File: src/sv/sfp_pkg.sv
// Shared constants, types and helpers for the spring-follow particle step block.
package sfp_pkg;

    localparam int Q_FRAC = 16;
    localparam int WORD_W = 32;
    localparam int PROD_W = 2 * WORD_W;
    localparam int SPRING_W = 26;

    localparam int DEF_SCREEN_WIDTH = 1280;
    localparam int DEF_SCREEN_HEIGHT = 720;
    localparam int DEF_EDGE_MARGIN = 50;

    localparam logic [31:0] RST_REST_LENGTH = 32'd2949120;
    localparam logic [31:0] RST_STIFFNESS = 32'd13107;
    localparam logic [31:0] RST_INVERSE_MASS = 32'd16384;
    localparam logic [31:0] RST_FRICTION_SIZE = 32'd2457600;
    localparam logic signed [31:0] RST_POS_XY = 32'sd19660800;

    localparam logic [SPRING_W-1:0] SPRING_MAX = SPRING_W'(1000 * 65536);

    typedef enum logic [1:0] {
        CFG_REST_LENGTH   = 2'd0,
        CFG_STIFFNESS     = 2'd1,
        CFG_INVERSE_MASS  = 2'd2,
        CFG_FRICTION_SIZE = 2'd3
    } cfg_index_t;

    function automatic logic [31:0] mag32(input logic signed [31:0] v);
        mag32 = v[31] ? 32'(-v) : 32'(v);
    endfunction

    function automatic logic signed [31:0] sat32(input logic signed [35:0] v);
        if (v > 36'sd2147483647)
            sat32 = 32'sh7fffffff;
        else if (v < -36'sd2147483648)
            sat32 = 32'sh80000000;
        else
            sat32 = v[31:0];
    endfunction

endpackage

File: src/sv/sfp_mul.sv
// Bit-serial unsigned 32x32 multiplier, one multiplier bit per cycle.
module sfp_mul (
    input  logic                        clk,
    input  logic                        rst_n,
    input  logic                        start,
    input  logic [sfp_pkg::WORD_W-1:0]  a,
    input  logic [sfp_pkg::WORD_W-1:0]  b,
    output logic                        busy,
    output logic [sfp_pkg::PROD_W-1:0]  p
);
    import sfp_pkg::*;

    localparam int CNT_W = $clog2(WORD_W);

    logic              busy_reg, busy_next;
    logic [CNT_W-1:0]  cnt_reg, cnt_next;
    logic [WORD_W-1:0] a_reg, a_next;
    logic [PROD_W-1:0] prod_reg, prod_next;
    logic [WORD_W:0]   sum;

    always_comb
    begin
        busy_next = busy_reg;
        cnt_next  = cnt_reg;
        a_next    = a_reg;
        prod_next = prod_reg;
        sum = {1'b0, prod_reg[PROD_W-1:WORD_W]} + (prod_reg[0] ? {1'b0, a_reg} : '0);
        if (start)
        begin
            busy_next = 1'b1;
            cnt_next  = '0;
            a_next    = a;
            prod_next = {{WORD_W{1'b0}}, b};
        end
        else if (busy_reg)
        begin
            prod_next = {sum, prod_reg[WORD_W-1:1]};
            cnt_next  = cnt_reg + 1'b1;
            if (cnt_reg == CNT_W'(WORD_W - 1))
                busy_next = 1'b0;
        end
    end

    always_ff @(posedge clk or negedge rst_n)
    begin
        if (!rst_n)
        begin
            busy_reg <= 1'b0;
            cnt_reg  <= '0;
        end
        else
        begin
            busy_reg <= busy_next;
            cnt_reg  <= cnt_next;
        end
    end

    always_ff @(posedge clk)
    begin
        a_reg    <= a_next;
        prod_reg <= prod_next;
    end

    assign busy = busy_reg;
    assign p    = prod_reg;

endmodule

File: src/sv/sfp_div.sv
// Restoring divider, 64-bit dividend by 32-bit divisor, one quotient bit per cycle.
module sfp_div (
    input  logic                        clk,
    input  logic                        rst_n,
    input  logic                        start,
    input  logic [sfp_pkg::PROD_W-1:0]  dividend,
    input  logic [sfp_pkg::WORD_W-1:0]  divisor,
    output logic                        busy,
    output logic [sfp_pkg::PROD_W-1:0]  quo
);
    import sfp_pkg::*;

    localparam int CNT_W = $clog2(PROD_W);

    logic              busy_reg, busy_next;
    logic [CNT_W-1:0]  cnt_reg, cnt_next;
    logic [WORD_W-1:0] dv_reg, dv_next;
    logic [WORD_W-1:0] rem_reg, rem_next;
    logic [PROD_W-1:0] quo_reg, quo_next;
    logic [WORD_W:0]   sh;
    logic              ge;

    always_comb
    begin
        busy_next = busy_reg;
        cnt_next  = cnt_reg;
        dv_next   = dv_reg;
        rem_next  = rem_reg;
        quo_next  = quo_reg;
        sh = {rem_reg, quo_reg[PROD_W-1]};
        ge = (sh >= {1'b0, dv_reg});
        if (start)
        begin
            busy_next = 1'b1;
            cnt_next  = '0;
            dv_next   = divisor;
            rem_next  = '0;
            quo_next  = dividend;
        end
        else if (busy_reg)
        begin
            rem_next = ge ? WORD_W'(sh - {1'b0, dv_reg}) : sh[WORD_W-1:0];
            quo_next = {quo_reg[PROD_W-2:0], ge};
            cnt_next = cnt_reg + 1'b1;
            if (cnt_reg == CNT_W'(PROD_W - 1))
                busy_next = 1'b0;
        end
    end

    always_ff @(posedge clk or negedge rst_n)
    begin
        if (!rst_n)
        begin
            busy_reg <= 1'b0;
            cnt_reg  <= '0;
        end
        else
        begin
            busy_reg <= busy_next;
            cnt_reg  <= cnt_next;
        end
    end

    always_ff @(posedge clk)
    begin
        dv_reg  <= dv_next;
        rem_reg <= rem_next;
        quo_reg <= quo_next;
    end

    assign busy = busy_reg;
    assign quo  = quo_reg;

endmodule

File: src/sv/sfp_sqrt.sv
// Digit-by-digit integer square root of a 64-bit word, two radicand bits per cycle.
module sfp_sqrt (
    input  logic                        clk,
    input  logic                        rst_n,
    input  logic                        start,
    input  logic [sfp_pkg::PROD_W-1:0]  n,
    output logic                        busy,
    output logic [sfp_pkg::WORD_W-1:0]  root
);
    import sfp_pkg::*;

    localparam int CNT_W = $clog2(WORD_W);
    localparam int REM_W = WORD_W + 2;

    logic              busy_reg, busy_next;
    logic [CNT_W-1:0]  cnt_reg, cnt_next;
    logic [PROD_W-1:0] n_reg, n_next;
    logic [REM_W-1:0]  rem_reg, rem_next;
    logic [WORD_W-1:0] root_reg, root_next;
    logic [REM_W+1:0]  sh, trial;
    logic              ge;

    always_comb
    begin
        busy_next = busy_reg;
        cnt_next  = cnt_reg;
        n_next    = n_reg;
        rem_next  = rem_reg;
        root_next = root_reg;
        sh    = {rem_reg, n_reg[PROD_W-1:PROD_W-2]};
        trial = {2'b00, root_reg, 2'b01};
        ge    = (sh >= trial);
        if (start)
        begin
            busy_next = 1'b1;
            cnt_next  = '0;
            n_next    = n;
            rem_next  = '0;
            root_next = '0;
        end
        else if (busy_reg)
        begin
            rem_next  = ge ? REM_W'(sh - trial) : sh[REM_W-1:0];
            root_next = {root_reg[WORD_W-2:0], ge};
            n_next    = {n_reg[PROD_W-3:0], 2'b00};
            cnt_next  = cnt_reg + 1'b1;
            if (cnt_reg == CNT_W'(WORD_W - 1))
                busy_next = 1'b0;
        end
    end

    always_ff @(posedge clk or negedge rst_n)
    begin
        if (!rst_n)
        begin
            busy_reg <= 1'b0;
            cnt_reg  <= '0;
        end
        else
        begin
            busy_reg <= busy_next;
            cnt_reg  <= cnt_next;
        end
    end

    always_ff @(posedge clk)
    begin
        n_reg    <= n_next;
        rem_reg  <= rem_next;
        root_reg <= root_next;
    end

    assign busy = busy_reg;
    assign root = root_reg;

endmodule

File: src/sv/spring_follow_particle_step_top.sv
// Top level of the spring-follow particle step: sequencer, state and arithmetic units.
//
// One input word is one frame: the particle is pulled toward the target by a clamped
// spring, slowed by a fixed friction against its velocity, integrated once and clamped
// to the screen margins; one output word carries the new position and a moving flag.
// The arithmetic runs on one bit-serial multiplier, one restoring divider and one
// square-root unit, used in sequence: two vector lengths of three squares each, the
// spring product, and per axis two products with a division each plus the mass
// product. A new frame is taken once the sequencer is back in idle;
// the finished result sits in the output register until it is taken.
module spring_follow_particle_step_top #(
    parameter int SCREEN_WIDTH  = sfp_pkg::DEF_SCREEN_WIDTH,
    parameter int SCREEN_HEIGHT = sfp_pkg::DEF_SCREEN_HEIGHT,
    parameter int EDGE_MARGIN   = sfp_pkg::DEF_EDGE_MARGIN
) (
    input  logic                clk,
    input  logic                rst_n,
    input  logic                cfg_we,
    input  sfp_pkg::cfg_index_t cfg_index,
    input  logic [31:0]         cfg_data,
    input  logic                in_valid,
    output logic                in_ready,
    input  logic signed [31:0]  target_x,
    input  logic signed [31:0]  target_y,
    input  logic signed [31:0]  target_z,
    output logic                out_valid,
    input  logic                out_ready,
    output logic signed [31:0]  out_x,
    output logic signed [31:0]  out_y,
    output logic signed [31:0]  out_z,
    output logic                moving
);
    import sfp_pkg::*;

    // margins in Q16.16
    localparam logic signed [31:0] X_LO = 32'(EDGE_MARGIN * 65536);
    localparam logic signed [31:0] X_HI = 32'((SCREEN_WIDTH - EDGE_MARGIN) * 65536);
    localparam logic signed [31:0] Y_LO = 32'(EDGE_MARGIN * 65536);
    localparam logic signed [31:0] Y_HI = 32'((SCREEN_HEIGHT - EDGE_MARGIN) * 65536);

    typedef enum logic [17:0] {
        S_IDLE = 18'h00001,
        S_SQ   = 18'h00002,
        S_SQW  = 18'h00004,
        S_RT   = 18'h00008,
        S_RTW  = 18'h00010,
        S_SP   = 18'h00020,
        S_SPW  = 18'h00040,
        S_M1   = 18'h00080,
        S_M1W  = 18'h00100,
        S_D1   = 18'h00200,
        S_D1W  = 18'h00400,
        S_M2   = 18'h00800,
        S_M2W  = 18'h01000,
        S_D2   = 18'h02000,
        S_D2W  = 18'h04000,
        S_M3   = 18'h08000,
        S_M3W  = 18'h10000,
        S_OUT  = 18'h20000
    } state_t;

    // configuration
    logic [31:0] rest_reg, stiff_reg, imass_reg, fric_reg;

    // sequencer
    state_t state_reg, state_next;
    logic [1:0] axis_reg, axis_next;
    logic pass_reg, pass_next;          // 0: target delta, 1: velocity

    // frame state and working registers
    logic signed [31:0] pos_reg [3];
    logic signed [31:0] pos_next [3];
    logic signed [31:0] vel_reg [3];
    logic signed [31:0] vel_next [3];
    logic signed [31:0] d_reg [3];
    logic signed [31:0] d_next [3];
    logic signed [31:0] prev_reg [2];
    logic signed [31:0] prev_next [2];
    logic [PROD_W-1:0]   sum_reg, sum_next;
    logic [WORD_W-1:0]   len_reg, len_next, vl_reg, vl_next;
    logic [SPRING_W-1:0] f_reg, f_next, s1_reg, s1_next;
    logic signed [31:0]  force_reg, force_next;
    logic moving_reg, moving_next;

    // output word
    logic out_valid_reg, out_valid_next;
    logic signed [31:0] ox_reg, ox_next, oy_reg, oy_next, oz_reg, oz_next;
    logic mv_reg, mv_next;

    // arithmetic units
    logic              mul_start, mul_busy, div_start, div_busy, sq_start, sq_busy;
    logic [WORD_W-1:0] mul_a, mul_b, div_dv, sq_root;
    logic [PROD_W-1:0] mul_p, div_q;

    sfp_mul u_mul (
        .clk   (clk),
        .rst_n (rst_n),
        .start (mul_start),
        .a     (mul_a),
        .b     (mul_b),
        .busy  (mul_busy),
        .p     (mul_p)
    );

    sfp_div u_div (
        .clk      (clk),
        .rst_n    (rst_n),
        .start    (div_start),
        .dividend (mul_p),
        .divisor  (div_dv),
        .busy     (div_busy),
        .quo      (div_q)
    );

    sfp_sqrt u_sqrt (
        .clk   (clk),
        .rst_n (rst_n),
        .start (sq_start),
        .n     (sum_reg),
        .busy  (sq_busy),
        .root  (sq_root)
    );

    // helpers
    logic [31:0]        diff;
    logic [47:0]        spring_raw, am;
    logic [31:0]        s2;
    logic signed [35:0] sd, sv, tmp;
    logic signed [31:0] acc, vnew, pnew;
    logic [31:0]        accm;
    logic               in_acc;

    assign in_acc    = in_valid && in_ready;
    assign in_ready  = (state_reg == S_IDLE);
    assign diff      = (len_reg > rest_reg) ? len_reg - rest_reg : 32'd0;
    assign mul_start = (state_reg == S_SQ) || (state_reg == S_SP) || (state_reg == S_M1)
                    || (state_reg == S_M2) || (state_reg == S_M3);
    assign div_start = (state_reg == S_D1) || (state_reg == S_D2);
    assign sq_start  = (state_reg == S_RT);
    assign div_dv    = (state_reg == S_D1) ? len_reg : vl_reg;

    always_comb
    begin
        unique case (state_reg)
            S_SQ:
            begin
                mul_a = pass_reg ? mag32(vel_reg[axis_reg]) : mag32(d_reg[axis_reg]);
                mul_b = mul_a;
            end
            S_SP:
            begin
                mul_a = stiff_reg;
                mul_b = diff;
            end
            S_M1:
            begin
                mul_a = 32'(f_reg);
                mul_b = mag32(d_reg[axis_reg]);
            end
            S_M2:
            begin
                mul_a = fric_reg;
                mul_b = mag32(vel_reg[axis_reg]);
            end
            default:
            begin
                mul_a = mag32(force_reg);
                mul_b = imass_reg;
            end
        endcase
    end

    // configuration writes
    always_ff @(posedge clk or negedge rst_n)
    begin
        if (!rst_n)
        begin
            rest_reg  <= RST_REST_LENGTH;
            stiff_reg <= RST_STIFFNESS;
            imass_reg <= RST_INVERSE_MASS;
            fric_reg  <= RST_FRICTION_SIZE;
        end
        else if (cfg_we)
        begin
            unique case (cfg_index)
                CFG_REST_LENGTH:   rest_reg  <= cfg_data;
                CFG_STIFFNESS:     stiff_reg <= cfg_data;
                CFG_INVERSE_MASS:  imass_reg <= cfg_data;
                CFG_FRICTION_SIZE: fric_reg  <= cfg_data;
                default:           rest_reg  <= rest_reg;
            endcase
        end
    end

    always_comb
    begin
        state_next     = state_reg;
        axis_next      = axis_reg;
        pass_next      = pass_reg;
        pos_next       = pos_reg;
        vel_next       = vel_reg;
        d_next         = d_reg;
        prev_next      = prev_reg;
        sum_next       = sum_reg;
        len_next       = len_reg;
        vl_next        = vl_reg;
        f_next         = f_reg;
        s1_next        = s1_reg;
        force_next     = force_reg;
        moving_next    = moving_reg;
        out_valid_next = out_valid_reg;
        ox_next        = ox_reg;
        oy_next        = oy_reg;
        oz_next        = oz_reg;
        mv_next        = mv_reg;

        spring_raw = mul_p[63:16];
        s2   = (vl_reg == 32'd0) ? 32'd0 : div_q[31:0];
        sd   = d_reg[axis_reg][31] ? -36'(s1_reg) : 36'(s1_reg);
        sv   = vel_reg[axis_reg][31] ? -36'(s2) : 36'(s2);
        am   = mul_p[63:16];
        if (force_reg[31])
            accm = (am > 48'h80000000) ? 32'h80000000 : am[31:0];
        else
            accm = (am > 48'h7fffffff) ? 32'h7fffffff : am[31:0];
        acc  = force_reg[31] ? 32'(-accm) : 32'(accm);
        tmp  = 36'(vel_reg[axis_reg]) + 36'(acc);
        vnew = sat32(tmp);
        tmp  = 36'(pos_reg[axis_reg]) + 36'(vnew);
        pnew = sat32(tmp);

        if (out_valid_reg && out_ready)
            out_valid_next = 1'b0;

        unique case (state_reg)
            S_IDLE:
            begin
                if (in_valid)
                begin
                    moving_next  = (target_x != prev_reg[0]) || (target_y != prev_reg[1]);
                    prev_next[0] = target_x;
                    prev_next[1] = target_y;
                    d_next[0]    = sat32(36'(target_x) - 36'(pos_reg[0]));
                    d_next[1]    = sat32(36'(target_y) - 36'(pos_reg[1]));
                    d_next[2]    = sat32(36'(target_z) - 36'(pos_reg[2]));
                    sum_next     = '0;
                    axis_next    = 2'd0;
                    pass_next    = 1'b0;
                    state_next   = S_SQ;
                end
            end
            S_SQ:  state_next = S_SQW;
            S_SQW:
            begin
                if (!mul_busy)
                begin
                    sum_next = sum_reg + mul_p;
                    if (axis_reg == 2'd2)
                    begin
                        axis_next  = 2'd0;
                        state_next = S_RT;
                    end
                    else
                    begin
                        axis_next  = axis_reg + 2'd1;
                        state_next = S_SQ;
                    end
                end
            end
            S_RT:  state_next = S_RTW;
            S_RTW:
            begin
                if (!sq_busy)
                begin
                    if (!pass_reg)
                    begin
                        len_next   = sq_root;
                        state_next = S_SP;
                    end
                    else
                    begin
                        vl_next    = sq_root;
                        state_next = S_M1;
                    end
                end
            end
            S_SP:  state_next = S_SPW;
            S_SPW:
            begin
                if (!mul_busy)
                begin
                    // spring pull clamped to 1000.0
                    f_next = (spring_raw > 48'(SPRING_MAX)) ? SPRING_MAX
                                                            : spring_raw[SPRING_W-1:0];
                    pass_next  = 1'b1;
                    sum_next   = '0;
                    state_next = S_SQ;
                end
            end
            S_M1:  state_next = S_M1W;
            S_M1W: if (!mul_busy) state_next = S_D1;
            S_D1:  state_next = S_D1W;
            S_D1W:
            begin
                if (!div_busy)
                begin
                    // zero length: no pull direction
                    s1_next    = (len_reg == 32'd0) ? '0 : div_q[SPRING_W-1:0];
                    state_next = S_M2;
                end
            end
            S_M2:  state_next = S_M2W;
            S_M2W: if (!mul_busy) state_next = S_D2;
            S_D2:  state_next = S_D2W;
            S_D2W:
            begin
                if (!div_busy)
                begin
                    force_next = sat32(sd - sv);
                    state_next = S_M3;
                end
            end
            S_M3:  state_next = S_M3W;
            S_M3W:
            begin
                if (!mul_busy)
                begin
                    vel_next[axis_reg] = vnew;
                    pos_next[axis_reg] = pnew;
                    if (axis_reg == 2'd0)
                        pos_next[0] = (pnew < X_LO) ? X_LO : ((pnew > X_HI) ? X_HI : pnew);
                    else if (axis_reg == 2'd1)
                        pos_next[1] = (pnew < Y_LO) ? Y_LO : ((pnew > Y_HI) ? Y_HI : pnew);
                    if (axis_reg == 2'd2)
                    begin
                        axis_next  = 2'd0;
                        state_next = S_OUT;
                    end
                    else
                    begin
                        axis_next  = axis_reg + 2'd1;
                        state_next = S_M1;
                    end
                end
            end
            S_OUT:
            begin
                // wait for the output register to free up
                if (!out_valid_reg || out_ready)
                begin
                    out_valid_next = 1'b1;
                    ox_next        = pos_reg[0];
                    oy_next        = pos_reg[1];
                    oz_next        = pos_reg[2];
                    mv_next        = moving_reg;
                    state_next     = S_IDLE;
                end
            end
            default: state_next = S_IDLE;
        endcase
    end

    always_ff @(posedge clk or negedge rst_n)
    begin
        if (!rst_n)
        begin
            state_reg     <= S_IDLE;
            axis_reg      <= 2'd0;
            pass_reg      <= 1'b0;
            out_valid_reg <= 1'b0;
            pos_reg[0]    <= RST_POS_XY;
            pos_reg[1]    <= RST_POS_XY;
            pos_reg[2]    <= '0;
            vel_reg[0]    <= '0;
            vel_reg[1]    <= '0;
            vel_reg[2]    <= '0;
            prev_reg[0]   <= '0;
            prev_reg[1]   <= '0;
        end
        else
        begin
            state_reg     <= state_next;
            axis_reg      <= axis_next;
            pass_reg      <= pass_next;
            out_valid_reg <= out_valid_next;
            pos_reg       <= pos_next;
            vel_reg       <= vel_next;
            prev_reg      <= prev_next;
        end
    end

    always_ff @(posedge clk)
    begin
        d_reg      <= d_next;
        sum_reg    <= sum_next;
        len_reg    <= len_next;
        vl_reg     <= vl_next;
        f_reg      <= f_next;
        s1_reg     <= s1_next;
        force_reg  <= force_next;
        moving_reg <= moving_next;
        ox_reg     <= ox_next;
        oy_reg     <= oy_next;
        oz_reg     <= oz_next;
        mv_reg     <= mv_next;
    end

    assign out_valid = out_valid_reg;
    assign out_x     = ox_reg;
    assign out_y     = oy_reg;
    assign out_z     = oz_reg;
    assign moving    = mv_reg;

    // a taken frame keeps the input side closed on the next cycle
    a_busy_after_accept: assert property (@(posedge clk) disable iff (!rst_n)
        in_acc |=> !in_ready)
        else $error("input taken again right after a frame was accepted");

    // multiplier and divider share the product word, never both running
    a_units_exclusive: assert property (@(posedge clk) disable iff (!rst_n)
        !(mul_busy && div_busy))
        else $error("multiplier and divider busy together");

    a_x_margin: assert property (@(posedge clk) disable iff (!rst_n)
        out_valid |-> (out_x >= X_LO) && (out_x <= X_HI))
        else $error("out_x outside the screen margins");

    a_y_margin: assert property (@(posedge clk) disable iff (!rst_n)
        out_valid |-> (out_y >= Y_LO) && (out_y <= Y_HI))
        else $error("out_y outside the screen margins");

endmodule

File: config.mk
export PLATFORM = sky130hd
export DESIGN_NAME = spring_follow_particle_step_top
export DESIGN_NICKNAME = d
export VERILOG_FILES = /design/src/sv/sfp_pkg.sv /design/src/sv/sfp_mul.sv /design/src/sv/sfp_div.sv /design/src/sv/sfp_sqrt.sv /design/src/sv/spring_follow_particle_step_top.sv
export SDC_FILE = /design/constraint.sdc
export NUM_CORES = 2
export LEC_CHECK = 0
export BUFFER_PORTS_ARGS = -buffer_cell sky130_fd_sc_hd__buf_2
export CORE_MARGIN = 2
export CORE_UTILIZATION = 60
export CTS_CLUSTER_SIZE = 8
export DETAILED_ROUTE_END_ITERATION = 8
export PLACE_DENSITY = 0.76
export SYNTH_ARGS = -nofsm -noshare
export SYNTH_HDL_FRONTEND = slang
export SYNTH_SLANG_ARGS = --single-unit
File: constraint.sdc
create_clock -name clk -period 26.9 [get_ports clk]
set_input_delay 4.035 -clock clk [delete_from_list [all_inputs] [get_ports clk]]
set_output_delay 4.035 -clock clk [all_outputs]
set_load 0.01 [all_outputs]
# After elaboration in Yosys (flattened, before gate mapping)
# Index checks and enable logic that the tools add are counted.
# word_totals
regBits	1185
latchBits	0
mem_bits_rw	0
romBits	0
input_bits	135
wordCells	265
memories	0
# classes
addsub	21
mul	0
n_div	0
magnitude_cmp	23
n_eq_ne	39
shifts	0
mux	95
n_bitwise	5
n_reduce_logical	37
# ops
operator	count
32-bit 2-to-1 mux	37
64-bit 2-to-1 mux	7
18-bit one-hot mux with 18 select lines	1
32-bit one-hot mux with 4 select lines	2
18-bit 2-to-1 mux	11
32-bit binary-select mux with 2-bit select	3
96-bit bitwise mux	2
64-bit one-hot mux with 3 select lines	1
33-bit by 32-bit > comparator with 1-bit output (second input constant)	5
33-bit by 32-bit less-than comparator with 1-bit output (second input constant)	5
32-bit negation	4
32-bit by 32-bit adder with 33-bit output	3
32-bit by 32-bit subtractor with 33-bit output	3
36-bit 2-to-1 mux	2
64-bit adder	1
32-bit demux with 2-bit select	1
32-bit zero test	2
32-bit inequality test	2
32-bit subtractor	2
48-bit by 26-bit > comparator with 1-bit output (second input constant)	1
48-bit by 31-bit > comparator with 1-bit output (second input constant)	1
48-bit by 32-bit > comparator with 1-bit output (second input constant)	1
36-bit by 34-bit >= comparator with 1-bit output	1
36-bit by 32-bit > comparator with 1-bit output (second input constant)	1
60 further kinds	121

# Longest topological paths before layout
# logic_depth
depth_word	18
ltp_mapped	48
ltp_nobuf	45

# Hierarchy
# A second synthesis with hierarchy kept.
# hier_totals
cells_unflattened	7697
area_unflattened_um2	75402.3
# by_module_without_submodules
module	n_inst	cells_each	area_each_um2	seq_area_each_um2
spring_follow_particle_step_top	1	5755	54628.6	22384.0
sfp_sqrt	1	723	7559.8	3393.3
sfp_div	1	693	7552.2	3698.5
sfp_mul	1	526	5661.7	2712.6

# Worst setup path before layout
# OpenSTA, ideal clock, no wires.
# synth_path
kind	flip-flop to flip-flop
from	register u_mul.prod_reg[22], in the netlist u_mul.p[22]
to	register pos_reg[81] (netlist name)
arrival_ns	9.834
t_required_ns	26.764
slack_ns	16.929
stages_incl_launch_ff	46
n_path_buf	3
cell_sequence	edfxtp_1 clkbuf_1 or4_1 nor3_1 nand2b_1 nor3_1 a31oi_1 o21ai_1 o21ai_0 ha_1 inv_1 a21oi_1 o21ai_1 a21oi_1 nor2_1 ha_1 a22o_1 nor4_1 [... 10 more ...] nand2_1 nand2_1 ha_1 fa_1 a211oi_1 o211ai_1 a221oi_1 mux2i_1 nand4_1 inv_1 nand3b_1 or4_1 or4_4 a2111oi_4 o21ai_2 or2_4 buf_6 a2bb2oi_1
# synth_via
elab_chain_cells	17
elab_cells_between_ends	23
classes_between	3 x add/sub; 8 x order compare; 12 x mux
# synth_lines
element	line_no	rtl
from (decl)	sfp_mul.sv:18	logic [PROD_W-1:0] prod_reg, prod_next;
from (signal assigned)	sfp_mul.sv:61	prod_reg <= prod_next;
48-bit by 31-bit > comparator with 1-bit output / 48-bit by 32-bit > comparator with 1-bit output (equally long branches)	spring_follow_particle_step_top.sv:225, spring_follow_particle_step_top.sv:223	
32-bit 2-to-1 mux, on equally long branches	spring_follow_particle_step_top.sv:225, spring_follow_particle_step_top.sv:223	
32-bit 2-to-1 mux *	spring_follow_particle_step_top.sv:222	if (force_reg[31])
32-bit negation	spring_follow_particle_step_top.sv:226	acc = force_reg[31] ? 32'(-accm) : 32'(accm);
32-bit 2-to-1 mux *	spring_follow_particle_step_top.sv:226	
32-bit by 32-bit adder with 33-bit output *	spring_follow_particle_step_top.sv:227	tmp = 36'(vel_reg[axis_reg]) + 36'(acc);
33-bit by 32-bit less-than comparator with 1-bit output	sfp_pkg.sv:35	else if (v < -36'sd2147483648)
32-bit 2-to-1 mux	sfp_pkg.sv:35	
32-bit 2-to-1 mux *	sfp_pkg.sv:33	if (v > 36'sd2147483647)
via vnew[0]	spring_follow_particle_step_top.sv:129	logic signed [31:0] acc, vnew, pnew;
32-bit by 32-bit adder with 33-bit output *	spring_follow_particle_step_top.sv:229	tmp = 36'(pos_reg[axis_reg]) + 36'(vnew);
33-bit by 32-bit less-than comparator with 1-bit output	sfp_pkg.sv:35	
32-bit 2-to-1 mux	sfp_pkg.sv:35	
32-bit 2-to-1 mux *	sfp_pkg.sv:33	
32-bit by 28-bit > comparator with 1-bit output	spring_follow_particle_step_top.sv:331	pos_next[0] = (pnew < X_LO) ? X_LO : ((pnew > X_HI) ? X_HI : pnew);
32-bit 2-to-1 mux (2 in a row)	spring_follow_particle_step_top.sv:331	
32-bit 2-to-1 mux *	spring_follow_particle_step_top.sv:330	if (axis_reg == 2'd0)
to (signal assigned)	spring_follow_particle_step_top.sv:386	pos_reg <= pos_next;
to (decl)	spring_follow_particle_step_top.sv:71	logic signed [31:0] pos_reg [3];
# Mark *: on every way through the listed nets, which the timed path passes. The rest lies on a longest branch.
# A chain may end at the register's enable or synchronous reset.

# Worst setup path in the final report
# layout_path
from	register u_mul.prod_reg[22], in the netlist u_mul.p[22]
to	register pos_reg[32] (netlist name)
# layout_via
elab_chain_cells	18
elab_cells_between_ends	24
classes_between	3 x add/sub; 8 x order compare; 13 x mux
# layout_lines
element	line_no	rtl
48-bit by 31-bit > comparator with 1-bit output / 48-bit by 32-bit > comparator with 1-bit output (equally long branches)	spring_follow_particle_step_top.sv:225, spring_follow_particle_step_top.sv:223	
32-bit 2-to-1 mux, on equally long branches	spring_follow_particle_step_top.sv:225, spring_follow_particle_step_top.sv:223	
32-bit 2-to-1 mux *	spring_follow_particle_step_top.sv:222	
32-bit negation	spring_follow_particle_step_top.sv:226	
32-bit 2-to-1 mux *	spring_follow_particle_step_top.sv:226	
32-bit by 32-bit adder with 33-bit output *	spring_follow_particle_step_top.sv:227	
33-bit by 32-bit less-than comparator with 1-bit output	sfp_pkg.sv:35	
32-bit 2-to-1 mux	sfp_pkg.sv:35	
[... 1 more ...]	n/a	
via vnew[0]	spring_follow_particle_step_top.sv:129	
32-bit by 32-bit adder with 33-bit output *	spring_follow_particle_step_top.sv:229	
33-bit by 32-bit less-than comparator with 1-bit output	sfp_pkg.sv:35	
32-bit 2-to-1 mux	sfp_pkg.sv:35	
32-bit 2-to-1 mux *	sfp_pkg.sv:33	
32-bit by 27-bit > comparator with 1-bit output	spring_follow_particle_step_top.sv:333	pos_next[1] = (pnew < Y_LO) ? Y_LO : ((pnew > Y_HI) ? Y_HI : pnew);
32-bit 2-to-1 mux (2 in a row)	spring_follow_particle_step_top.sv:333	
32-bit 2-to-1 mux	spring_follow_particle_step_top.sv:332	else if (axis_reg == 2'd1)
32-bit 2-to-1 mux *	spring_follow_particle_step_top.sv:330	
# Marked as above.

==> impl_metrics.csv <==
group,metric,value,unit
critical_path,timing.critical_path.slowest_stage_cell,"sky130_fd_sc_hd__o21ai_1",
routing,drt_wl_total,259000,um
routing,postRouteAntennaNets,0,
sta,tns,0,ns
global_routing,grt_first_pass_wirelength,382000,um
place,place.port_buffers,233,
sta,tightest_slew,1.35,ns
sta,rsz0062_at_grt,"false",
critical_path,critPathLaunchType,"flip-flop",
clocking,cts-hold-fix-buffers,0,
clocking,h-tree-depth,4,
global_routing,grt_busiest_layer,"met2",
synth,synth_enable_flop_cells,630,
global_routing,met2_usage,64.7,%
sta,hold_ws,0.416,ns
critical_path,critPathMaxStageDelay,0.72,ns
routing,detailroute.via_count,62260,
power,p_per_area,83.8,nW/um^2
clocking,cts_tree,"done",
global_routing,grt.overflow.total,0,
clocking,clock_tree.root_cell,"sky130_fd_sc_hd__clkbuf_16",
clocking,clkSinkCount,1185,
place,dpl.hpwl,195000,um
layout,stdcell_area,81100,um^2
global_routing,maximum_number_of_pins_on_one_net_before_global_route_repair,113,
floorplanning,core-area,121000,um^2
place,place_worst_setup_slack,13.80,ns
sta,max_transition_margin,9.68,%
critical_path,path_class,"flip-flop to flip-flop",
clocking,cts_buffer_depth,3,
synth,ys_warn_count,0,
routing,routed_via_density,6.52,
layout,layout-area-overhead-vs-synth,10.9,%
global_routing,global_route.usage.total,40.9,%
synth,yosys_register_bits,1185,
sta,period_share,50.2,%
synth,postSynthCellCount,7581,
hold_path,min-delay-path-class,"flip-flop to flip-flop",
synth,synth_top_cells_by_area,"sky130_fd_sc_hd__edfxtp_1, sky130_fd_sc_hd__dfrtp_1, sky130_fd_sc_hd__ha_1",
critical_path,worst-endpoint-required,27.60,ns
layout,drive_gt1_share,11.7,%
sta,finClkSkew,0.0265,ns
clocking,tritoncts.num_buffers,168,
layout,instances_no_fill,9543,
synth,yosys.cell_types.count,100,
power,p_total,6.80,mW
synth,syn_area_per_cell,9.64,um^2
layout,final_nets,8309,
global_routing,antenna_found_initial,27,
power,leakage,33.0,nW
clocking,post-cts-setup-buffer-count,0,
synth,synth-seq-area-share,44.0,%
global_routing,grt_pass1_vias,59514,
critical_path,worst-endpoint-arrival,14.20,ns
global_routing,groute.layer.met3.usage,8.88,%
power,ir_worst_vdd,0.0741,mV
place,placed_cells_incl_taps,9218,
synth,synth_most_common_cell,"sky130_fd_sc_hd__nand2_1",
layout,postLayoutCoreUtil,66.8,%
synth,synth_largest_type_area_fraction,25.9,%
routing,final_routed_drc_violation_total,0,
clocking,worstSkewPairLatency,0.81,ns
sta,worst_path_setup_slack_after_routing,13.39,ns
synth,netlist_area,73100,um^2
routing,dr.first_iter.drc_count,7288,
floorplanning,fp.dieW,353,um
clocking,post_cts.resized_instances,0,
floorplanning,fp.dieArea,125000,um^2
routing,1st_pass_router_iterations,9,
floorplanning,die_y,353,um
run_status,status,"complete, no violations",
clocking,path_clk_slew,0.05,ns
layout,fillers,9763,
sta,post-route-min-period,13.51,ns
critical_path,critPathMaxFanout,21,
sta,timing.final.max_slew_violations,0,
sta,setup-violations-final,0,
floorplanning,std_cell_rows,128,
routing,drt-wirelength-per-cell,27.2,um
place,dpl-instance-area,76100,um^2
synth,syn_nets,8126,
critical_path,setup.worst_path.end_class,"flip-flop",
synth,synth_ff_type,"sky130_fd_sc_hd__edfxtp_1",
flow_run,max-cap-violations,0,
synth,asyncSetResetFlopFracSynth,35.9,%
sta,highest_achievable_clock_rate,74.0,MHz
sta,finalHoldViolCount,0,
place,weighted_congestion_reported_at_the_end_of_routability_driven_placement,1.06,
global_routing,global_route.usage.met1,47.9,%
floorplanning,start_util,60.2,%
synth,synth.cells.most_frequent,"sky130_fd_sc_hd__nand2_1, sky130_fd_sc_hd__a21oi_1, sky130_fd_sc_hd__edfxtp_1",
floorplanning,pin_count,234,
synth,yosys.area.top_type,"sky130_fd_sc_hd__edfxtp_1",
## cell usage in the layout (no fill, tap or decap), types with 130 or more instances in the layout
master | netlist | final
sky130_fd_sc_hd__xnor2_1 | 336 | 335
sky130_fd_sc_hd__inv_1 | 336 | 334
sky130_fd_sc_hd__nor2_1 | 603 | 598
sky130_fd_sc_hd__xor2_1 | 183 | 183
sky130_fd_sc_hd__a21o_1 | 208 | 208
sky130_fd_sc_hd__dfrtp_1 | 399 | 394
sky130_fd_sc_hd__clkbuf_16 | 0 | 170
sky130_fd_sc_hd__buf_2 | 13 | 232
sky130_fd_sc_hd__mux2i_1 | 199 | 196
sky130_fd_sc_hd__o21ai_0 | 542 | 539
sky130_fd_sc_hd__mux2_2 | 254 | 254
sky130_fd_sc_hd__nand2_1 | 794 | 790
sky130_fd_sc_hd__a21oi_1 | 683 | 682
sky130_fd_sc_hd__dfxtp_1 | 130 | 130
sky130_fd_sc_hd__edfxtp_1 | 630 | 630
sky130_fd_sc_hd__ha_1 | 400 | 400
## per-layer routing
metal  up-vias  share of wire (%)
met5         -              0.051
met4        18                9.8
met3       944                8.6
met2      3391                 45
met1     29916                 36
li1      27991                  -
## cells by family after synthesis
| kind of cell | after synthesis | share of synthesized area, % |
|---|---|---|
| AND/OR/NAND/NOR | 2224 | 14.2 |
| AO/OA/AOI/OAI | 2098 | 18.0 |
| flip-flops | 1185 | 44.0 |
| buffers and inverters | 666 | 3.50 |
| XOR/XNOR | 519 | 6.22 |
| multiplexers | 453 | 6.64 |
| adder cells (fa/ha/maj) | 436 | 7.48 |
## final cells by class
| type | count | area [um^2] | area share (%) |
|---|---|---|---|
| sequential | 1185 | 32200 | 39.7 |
| multi-input combinational | 5730 | 38600 | 47.6 |
| inverter | 338 | 1270 | 1.57 |
| clock buffer | 290 | 4750 | 5.87 |
| timing repair buffer | 341 | 1990 | 2.45 |
| clock inverter | 15 | 203 | 0.250 |
| antenna | 19 | 47.5 | 0.0587 |
| tap | 1625 | 2030 | 2.51 |
## power by group
part / switching (mW) / total [mW] / leakage, nW / internal [mW]
Clock: 0.831 / 2.03 / 2.36 / 1.19
Sequential: 0.252 / 2.44 / 12.4 / 2.19
Combinational: 1.43 / 2.33 / 18.3 / 0.898
Total: 2.51 / 6.80 / 33.0 / 4.28
## worst paths after layout
path,end,from,slack [ns],cells after the start
hold / removal,moving,moving_reg,0.42,0
setup reg to reg,pos_reg[32],u_mul.p[22],13.39,43
max in group asynchronous,imass_reg[2],rst_n,20.60,4
setup / recovery,pos_reg[32],u_mul.p[22],13.39,43
hold reg to reg,moving,moving_reg,0.42,0
min in group asynchronous,prev_reg[58],rst_n,3.33,1
## worst max-delay path: cells and delay by family (launching register included)
family / cells / cell delay, ns
flops: 1 / 0.60
fa+ha+maj: 4 / 1.29
xor+xnor: 1 / 0.10
compound gates: 22 / 6.46
buf+inv: 2 / 0.32
simple gates: 14 / 4.58
No activity file was read; power rests on OpenSTA's default activity.
